## src/hdl/tepq_pkg.sv

```systemverilog
package tepq_pkg;

  // One stored event.
  typedef struct packed {
    logic [31:0] stamp;
    logic [7:0]  kind;
    logic [14:0] source;
    logic [14:0] target;
    logic [31:0] payload;
  } entry_t;

  // What every cell of the chain does each cycle.
  typedef enum logic [1:0] {
    MODE_HOLD,
    MODE_ROTATE,
    MODE_DROP,
    MODE_APPEND
  } mode_e;

  localparam logic [1:0] OP_PUSH    = 2'd0;
  localparam logic [1:0] OP_REMOVE  = 2'd1;
  localparam logic [1:0] OP_PROCESS = 2'd2;

  localparam logic [2:0] STATUS_PUSHED  = 3'd0;
  localparam logic [2:0] STATUS_FULL    = 3'd1;
  localparam logic [2:0] STATUS_REMOVED = 3'd2;
  localparam logic [2:0] STATUS_DUE     = 3'd3;
  localparam logic [2:0] STATUS_NONE    = 3'd4;

  localparam logic [1:0] CLASS_RESET   = 2'd0;
  localparam logic [1:0] CLASS_UNREG   = 2'd1;
  localparam logic [1:0] CLASS_OTHER   = 2'd2;
  localparam logic [1:0] CLASS_NOTE    = 2'd3;

  // Indexes of the type code registers on the configuration port.
  localparam logic [1:0] REG_RESET_CODE  = 2'd0;
  localparam logic [1:0] REG_UNREG_CODE  = 2'd1;
  localparam logic [1:0] REG_NOTEON_CODE = 2'd2;
  localparam logic [1:0] REG_NOTE_CODE   = 2'd3;

  // Ordering class of a type code; the first matching register wins.
  function automatic logic [1:0] kind_class(input logic [7:0] kind,
                                            input logic [7:0] reset_code,
                                            input logic [7:0] unreg_code,
                                            input logic [7:0] noteon_code,
                                            input logic [7:0] note_code);
    logic [1:0] cls;
    if (kind == reset_code) begin
      cls = CLASS_RESET;
    end else if (kind == unreg_code) begin
      cls = CLASS_UNREG;
    end else if (kind == noteon_code || kind == note_code) begin
      cls = CLASS_NOTE;
    end else begin
      cls = CLASS_OTHER;
    end
    return cls;
  endfunction

endpackage

```

## src/hdl/tepq_cell.sv

```systemverilog
module tepq_cell import tepq_pkg::*; #(
  parameter int unsigned Idx  = 0,
  parameter int unsigned OccW = 7
) (
  input  logic            clk_i,
  input  mode_e           mode_i,
  input  logic [OccW-1:0] len_i,
  input  entry_t          head_i,
  input  entry_t          right_i,
  input  entry_t          new_i,
  output entry_t          entry_o
);

  localparam logic [OccW-1:0] Here = OccW'(Idx);
  localparam logic [OccW-1:0] Next = OccW'(Idx + 1);

  entry_t entry_d, entry_q;

  always_comb begin
    entry_d = entry_q;
    unique case (mode_i)
      MODE_ROTATE: begin
        // The ring spans cells below len; the head re-enters at its far end.
        if (Next < len_i) begin
          entry_d = right_i;
        end else if (Next == len_i) begin
          entry_d = head_i;
        end
      end
      MODE_DROP:   entry_d = right_i;
      MODE_APPEND: begin
        if (Here == len_i) begin
          entry_d = new_i;
        end
      end
      default:     entry_d = entry_q;
    endcase
  end

  always_ff @(posedge clk_i) begin
    entry_q <= entry_d;
  end

  assign entry_o = entry_q;

endmodule
```

## config.mk

```make
export PLATFORM = sky130hd
export DESIGN_NAME = tepq_cell
export DESIGN_NICKNAME = d
export VERILOG_FILES = /design/src/hdl/tepq_pkg.sv /design/src/hdl/tepq_cell.sv
export SDC_FILE = /design/constraint.sdc
export NUM_CORES = 1
export LEC_CHECK = 0
export BUFFER_PORTS_ARGS = -buffer_cell sky130_fd_sc_hd__buf_2
export CAP_MARGIN = 30
export CORE_AREA = 2 2 161 163
export CTS_BUF_LIST = sky130_fd_sc_hd__clkbuf_4 sky130_fd_sc_hd__clkbuf_8
export DETAILED_ROUTE_END_ITERATION = 16
export DIE_AREA = 0 0 163 165
export GPL_TIMING_DRIVEN = 0
export PLACE_DENSITY = 0.53
export SYNTH_ARGS = -nofsm -noshare
export SYNTH_HDL_FRONTEND = slang
export SYNTH_SLANG_ARGS = --single-unit
export TNS_END_PERCENT = 10
```

## constraint.sdc

```tcl
create_clock -name clk_i -period 8.7 [get_ports clk_i]
set_input_delay 1.74 -clock clk_i [delete_from_list [all_inputs] [get_ports clk_i]]
set_output_delay 1.74 -clock clk_i [all_outputs]
set_load 0.03 [all_outputs]
```

==> metrics.md, run 1 <==
| Metric | Value |
|---|---|
| Result of the run | finished clean |
| Area of placed instances | roughly 9000 µm² |
| Post-CTS sizing | 0 |
| Total Routing Usage GR | between 20% and 30% |
| Vias in the first global route | between 7000 and 8000 |
| Class of the most critical setup path | in -> reg |
| Instance count of the mapped netlist | around 600 |
| Count of synthesis-stage warnings from yosys | 0 |
| Gpl congestion | approximately 0.85 |
| Antenna-violating nets left | 0 |
| Commonest non-fill, non-tap cell in the layout | buf_2 |
| Detailed placement HPWL | between 20000 and 25000 µm |
| Aggregate global routing overflow | 0 |
| Summed negative setup slack over all endpoints | 0 ns |
| Clock tree from TritonCTS | yes |
| Upper clock frequency limit | 0.244 GHz |
| Starting utilization of the core area | 25.7% |
| Yosys cell types | 20 |
| Leading cell types in the layout, fill and taps excluded | 452 x buf_2, 102 x edfxtp_1, 101 x a22oi_1, 101 x nand4b_1, 99 x inv_1 |
| Detailed router's first-iteration violation count | ~510 |
| Num ports | 418 |
| Average routed wire per standard cell | ~21 µm |
| Overall die area | ~27000 µm² |
| Clock tree buffer depth | 2 |
| Via count | 7189 |
| Normalized max-slew margin | around two fifths |
| Syn-to-layout area delta | 43.0% |
| Clock transition at path regs | around 0.11 ns |
| Postcts setup bufs | 0 |
| Synth Net Count | ~900 |
| Worst hold path type | in -> reg |
| Initial antenna violation count | 8 |
| Quantity of I/O buffers inserted on ports | 416 |
| Required @ worst endpoint | about 9 ns |
| Final Hold Fails | 0 |
| Clock tree root buffer cell | clkbuf_8 |
| Sequential share of the synthesized area | a little under half |
| Slew @ Worst Pin | 0.871 ns |
| Largest net degree at the start of global routing | 28 |
| Global-route wire length before repair | 41700 µm |
| Max Fanout on Critical Path | 25 |
| Chip Height | ~170 µm |
| Final wirelength | just under 30000 µm |
| CTS sink count | just over 100 |
| Filler cells | between 2000 and 3000 |
| Max Cap Viol | 0 |
| Arrival time worst endpoint | 4.18 ns |
| Die span in x | about 160 µm |
| Post-Syn Area | roughly 6400 µm² |
| Syn_area_per_cell | 10.8 µm² |
| Time the worst path needs with I/O delays and setup | 4.09 ns |
| Num CTS Buffers | 9 |
| Standard cell core area | between 20000 and 30000 µm² |
| Largest register FFs | 102 |
| Vias per inst | between 5 and 6 |
| Setup repair after global routing missed its margin | false |
| Maximum VDD drop | slightly below 0.06 mV |
| Layout Nets | about 1300 |
| Part of the cycle the worst path needs | roughly 47% |
| P_leak | ~4 nW |
| Total of hold buffers inserted after clock tree synthesis | 0 |
| Layout Cell Area excl Fill | around 9200 µm² |
| Endpoint class of the critical path | register |
| Launching element type of the critical path | primary input |
| Power density over the cells | about 160 nW/µm² |
| Synth Register Bits | 102 |
| Number of setup violations in the final report | 0 |
| Htree depth | 3 |
| Pins Over Slew Limit | 0 |
| Count of TritonRoute iterations in the first routing pass | 5 |
| Number of standard-cell rows in the floorplan | 58 |
| Number of remaining DRC errors | 0 |
| Share of layout cells above drive strength 1 | 46.2% |
==> per-layer routing <==
| metal | share of wire, % | vias up | GRT usage [%] | routed length (µm) |
|---|---|---|---|---|
| li1 | - | 3313 | - | - |
| met5 | 0.19 | - | 0 | 55 |
| met2 | 49 | 434 | 35.2 | 14200 |
| met4 | 1.7 | 8 | 5.91 | 489 |
| met3 | 9.2 | 35 | 4.92 | 2700 |
| met1 | 40 | 3399 | 26.0 | 11800 |
==> critical path, cell delays in order <==
cell	delay, ns
buf_2	0.09
nor2_1	0.30
clkbuf_1	0.70
a31oi_1	0.34
xor2_4	0.52
buf_12	0.25
buf_12	0.21
==> layout make-up <==
cell class                      instances  area (µm²)  share of cell area (%)
Sequential cell                       102        3060                    33.2
Multi-Input combinational cell        319        2660                    28.8
Timing Repair Buffer                  420        2160                    23.4
Tap cell                              330         413                    4.48
Buffer                                 79         375                    4.07
Inverter                               99         372                    4.03
Clock buffer                           10         131                    1.42
Clock inverter                          5        36.3                   0.394
Antenna cell                            5        12.5                   0.136
==> synth_stat cells (all sizes together) <==
master / n / area, µm²
xor2: 1 / 8.76
nor2: 3 / 11.3
nand3b: 1 / 7.51
a31oi: 1 / 6.26
a221oi: 1 / 8.76
nand2b: 4 / 25.0
a22oi: 101 / 758
o311ai: 97 / 850
edfxtp: 102 / 3060
clkbuf: 37 / 139
and2: 2 / 12.5
nand4b: 101 / 885
buf: 42 / 236
nor4: 1 / 21.3
o211ai: 4 / 30.0
nor2b: 2 / 12.5
inv: 99 / 372
==> stage by stage <==
stage | util [%] | setup WS [ns] | total power, W | instances | hold WS [ns]
2_1_floorplan | - | 0.967 | 0.000944 | 599 | 1.97
3_3_place_gp | 35.7 | -2.66 | 0.00115 | 1345 | 2.07
3_5_place_dp | 36.1 | 4.09 | 0.00115 | 1349 | 2.08
4_1_cts | 36.8 | 4.53 | 0.00145 | 1364 | 1.64
5_1_grt | 36.8 | 4.38 | 0.00150 | 1368 | 1.66
6_report | 36.8 | 4.61 | 0.00143 | 1369 | 1.68
==> final timing paths <==
check	cells past startpoint	startpoint	endpoint
worst max-delay path	7	len_i[5]	entry_o[8]
worst min-delay path	3	right_i[99]	entry_o[99]
==> logic make-up after synthesis <==
family          count (synthesis)  synth area share, %
buf+inv                       178                 11.6
simple gates                  114                 15.1
flops                         102                 47.5
compound gates                204                 25.6
xor+xnor                        1                0.136
==> power breakdown <==
group	switching (W)	total, W	internal (W)	leakage, nW
clock network	0.000189	0.000296	0.000107	0.0799
registers	0.0000187	0.000651	0.000632	0.994
logic	0.000323	0.000486	0.000163	2.93
(Power assumes the default switching activity.)
==> inputs of run 2 (changes only) <==
--- a/config.mk
+++ b/config.mk
@@ -5,6 +5,7 @@
 export SDC_FILE = /design/constraint.sdc
 export NUM_CORES = 1
 export LEC_CHECK = 0
+export ABC_AREA = 1
 export BUFFER_PORTS_ARGS = -buffer_cell sky130_fd_sc_hd__buf_2
 export CAP_MARGIN = 30
 export CORE_AREA = 2 2 161 163
@@ -12,7 +13,7 @@
 export DETAILED_ROUTE_END_ITERATION = 16
 export DIE_AREA = 0 0 163 165
 export GPL_TIMING_DRIVEN = 0
-export PLACE_DENSITY = 0.53
+export PLACE_DENSITY = 0.59
 export SYNTH_ARGS = -nofsm -noshare
 export SYNTH_HDL_FRONTEND = slang
 export SYNTH_SLANG_ARGS = --single-unit
==> constraint.sdc (replaced) <==
create_clock -name clk_i -period 3.9 [get_ports clk_i]
set_input_delay 0.78 -clock clk_i [delete_from_list [all_inputs] [get_ports clk_i]]
set_output_delay 0.78 -clock clk_i [all_outputs]
set_load 0.03 [all_outputs]
==> run 2 against run 1 <==
Net effect:
- die area unchanged
- wire length increased by 6.1%
- utilization increased by 4.7 points
- via count increased by 25%
- area after synthesis increased by 20%
- first-iteration DRC count increased by 42%
- total power increased by 120%
- clock-buffer cell count unchanged
==> metrics.md, run 2 <==
| Metric | Value |
|---|---|
| CTS sink count | 102 (unchanged) |
| Count of TritonRoute iterations in the first routing pass | 5 (unchanged) |
| Upper clock frequency limit | between 0.3 and 0.4 GHz |
| Part of the cycle the worst path needs | between 60% and 70% |
| Gpl congestion | 0.900 (was 0.850) |
| Max Fanout on Critical Path | 102 (was 25) |
| Num CTS Buffers | 9 (unchanged) |
| Clock tree root buffer cell | clkbuf_8 (unchanged) |
| Leading cell types in the layout, fill and taps excluded | 478 x buf_2, 308 x inv_1, 208 x nand2_1 (was 452 x buf_2, 102 x edfxtp_1, 101 x a22oi_1, 101 x nand4b_1, 99 x inv_1) |
| Post-CTS sizing | 0 (unchanged) |
| Dominant register cell in the synthesized netlist | edfxtp_1 (unchanged) |
| Vias in the first global route | 8305 (was 7014) |
| Final Hold Fails | 0 (unchanged) |
| Postcts setup bufs | 0 (unchanged) |
| Pins Over Slew Limit | 0 (unchanged) |
| Syn-to-layout area delta | 35.1% (was 43.0%) |
| Aggregate global routing overflow | 0 (unchanged) |
| Worst hold path type | in -> reg (unchanged) |
| Delay of the slowest cell on the worst path | 0.66 ns (was 0.70 ns) |
| Syn_area_per_cell | 6.84 µm² (was 10.8 µm²) |
| Most area-hungry cell type in the Yosys netlist | edfxtp_1 (unchanged) |
| Slew @ Worst Pin | 0.840 ns (was 0.871 ns) |
| Worst Hold Slack | 0.778 ns (was 1.68 ns) |
| Endpoint class of the critical path | register (unchanged) |
| Class of the most critical setup path | in -> reg (unchanged) |
| Fraction of the mapped netlist area in simple logic gates | 32.3% (was 15.1%) |
| Total Routing Usage GR | 22.3% (was 20.6%) |
| Number of remaining DRC errors | 0 (unchanged) |
| Maximum VDD drop | 0.133 mV (was 0.0590 mV) |
| Filler cells | 2705 (was 2647) |
| Chip Height | 165 µm (unchanged) |
| Htree depth | 3 (unchanged) |
| P_leak | 5.81 nW (was 4.00 nW) |
| Clock tree from TritonCTS | yes (unchanged) |
| Largest cells by area after synthesis | edfxtp_1 40%, inv_1 15%, nand3_1 13% (was edfxtp_1 48%, nand4b_1 14%, a22oi_1 12%) |
| Overall power | 0.00316 W (was 0.00143 W) |
| CP Cell Sequence | buf_2 > buf_2 > buf_2 > o21ai_0 > nand2_8 (was buf_2 > nor2_1 > clkbuf_1 > a31oi_1 > xor2_4 > buf_12 > buf_12) |
| Sequential share of the synthesized area | 39.8% (was 47.5%) |
| Multiplexer fraction of the synthesized cell area | 0% (unchanged) |
| Total of hold buffers inserted after clock tree synthesis | 0 (unchanged) |
| Share of layout cells above drive strength 1 | 32.5% (was 46.2%) |
| Post-synthesis async set-or-reset flop share | 0% (unchanged) |
| Xor/xnor cell area share of the yosys netlist | 0% (was 0.136%) |
| Summed negative setup slack over all endpoints | 0 ns (unchanged) |
| Starting utilization of the core area | 30.8% (was 25.7%) |
| Post-route core utilization | 41.6% (was 36.8%) |
| Die span in x | 163 µm (unchanged) |
| Clock transition at path regs | 0.11 ns (about the same) |
| Post-Syn Area | 7700 µm² (was 6450 µm²) |
| Adder-cell share of the synthesized area | 0% (unchanged) |
| Instance count of the mapped netlist | 1127 (was 599) |
| Final worst slack | 1.24 ns (was 4.61 ns) |
| Most numerous cell types in the synthesized netlist | 308 x inv_1, 209 x nand2_1, 205 x nand3_1, 103 x o21ai_0 (was 102 x edfxtp_1, 101 x a22oi_1, 101 x nand4b_1, 99 x inv_1, 76 x o311ai_1) |
| Dominant combinational cell family by area after synthesis | simple AND/OR/NAND/NOR gates (was compound AO/OA/AOI/OAI gates) |
| Largest net degree at the start of global routing | 103 (was 28) |
| Number of flops mapped to enable cells by yosys | 102 (unchanged) |
| Count of inserted antenna diode cells | 0 (was 5) |
| Max Cap Viol | 0 (unchanged) |
| Required @ worst endpoint | 3.91 ns (was 8.79 ns) |
| Standard cell core area | 25000 µm² (unchanged) |
| Setup repair after global routing missed its margin | false (unchanged) |
| Average routed wire per standard cell | 16.4 µm (was 21.4 µm) |
| Via count | 9001 (was 7189) |
| Synth Register Bits | 102 (unchanged) |
| Pre-CTS WS | 0.830 ns (was 4.09 ns) |
| Detailed placement HPWL | 23500 µm (was 22100 µm) |
| Layout Nets | 1870 (was 1346) |
| Time the worst path needs with I/O delays and setup | 2.66 ns |
| Area share of the largest cell type after synthesis | 39.8% (was 47.5%) |
| Crit path top cell by count | buf_2 (was buf_12) |
| Final wirelength | 31100 µm (was 29300 µm) |
| Most numerous cell in the Yosys netlist | inv_1 (was edfxtp_1) |
| Quantity of I/O buffers inserted on ports | 416 (unchanged) |
| Num ports | 418 (unchanged) |
| Largest register FFs | 102 (unchanged) |
| Overall die area | 26900 µm² (unchanged) |
| Global-route wire length before repair | 45500 µm (was 41700 µm) |
| Initial antenna violation count | 0 (was 8) |
| Launching element type of the critical path | primary input (unchanged) |
| Detailed router's first-iteration violation count | 729 (was 514) |
| Complex-gate fraction of the synthesized area | 6.69% (was 25.6%) |
| Vias per inst | 4.77 (was 5.25) |
| Power density over the cells | 303 nW/µm² (was 155 nW/µm²) |
| Synth Net Count | 1443 (was 915) |
| Arrival time worst endpoint | 2.67 ns (was 4.18 ns) |
| Number of standard-cell rows in the floorplan | 58 (unchanged) |
| Normalized max-slew margin | 44.0% (was 41.9%) |
| Combined area of the multi-input logic cells | 3020 µm² (was 2660 µm²) |
| Result of the run | finished clean (unchanged) |
| Cell with the largest stage delay on the worst path | nand2_8 (was clkbuf_1) |
| Clock tree buffer depth | 2 (unchanged) |
| Number of setup violations in the final report | 0 (unchanged) |
| Yosys cell types | 13 (was 20) |
| Antenna-violating nets left | 0 (unchanged) |
| Count of synthesis-stage warnings from yosys | 0 (unchanged) |
| Commonest non-fill, non-tap cell in the layout | buf_2 (unchanged) |
| Area taken by flip-flops and latches | 3060 µm² (unchanged) |
==> run 2: changes by cell type after synthesis, sizes merged, moves of 35 or more <==
cell | before | now
nand4 | 0 | 102
nand3 | 0 | 205
buf | 42 | 77
inv | 99 | 309
o21ai | 0 | 103
nand4b | 101 | 0
nand2 | 0 | 209
o311ai | 97 | 0
a22oi | 101 | 0
==> run 2: worst max-delay path, delay by kind of cell <==
family                 cells  cell delay [ns]
and+or+nand+nor            1             0.66
buffers and inverters      3             0.88
AOI/OAI and AO/OA          1             0.26
==> run 2: path summary, 6_finish.rpt <==
check | start | to | slack (ns) | cells after the start
min | right_i[27] | entry_o[27] | 0.78 | 5
max | mode_i[1] | entry_o[98] | 1.24 | 5
==> run 2: area by class of cell <==
| cell class | count | share of cell area, % |
|---|---|---|
| buffer | 89 | 4.61 |
| inverter | 309 | 11.1 |
| timing repair buffer | 416 | 20.0 |
| sequential | 102 | 29.4 |
| clock inverter | 5 | 0.577 |
| clock buffer | 10 | 1.26 |
| multi-input combinational | 627 | 29.0 |
| tap | 330 | 3.97 |
==> run 2: per-stage QoR <==
step / instances / area [µm²]
floorplan: 1127 / 7710
global placement: 1873 / 10200
detailed placement: 1873 / 10200
CTS: 1888 / 10400
global route: 1888 / 10400
finish: 1888 / 10400
==> run 2: report_power, final <==
| part | total, W | switching (W) | leakage, nW | internal [W] |
|---|---|---|---|---|
| logic | 0.00104 | 0.000707 | 4.74 | 0.000329 |
| clock network | 0.000717 | 0.000413 | 0.0978 | 0.000305 |
| registers | 0.00140 | 0.0000330 | 0.979 | 0.00137 |
==> run 2: metal layers <==
layer | GRT usage [%] | wire length [µm] | vias to the layer above
li1 | - | - | 4467
met1 | 27.4 | 12400 | 4059
met2 | 39.5 | 15400 | 433
met3 | 4.60 | 2700 | 42
met4 | 6.11 | 573 | 0
met5 | 0 | 0 | -
==> run 2: cells by family after synthesis <==
logic type / count (synthesis)
buffers and inverters: 398
AND/OR/NAND/NOR: 524
flip-flops: 102
AO/OA/AOI/OAI: 103
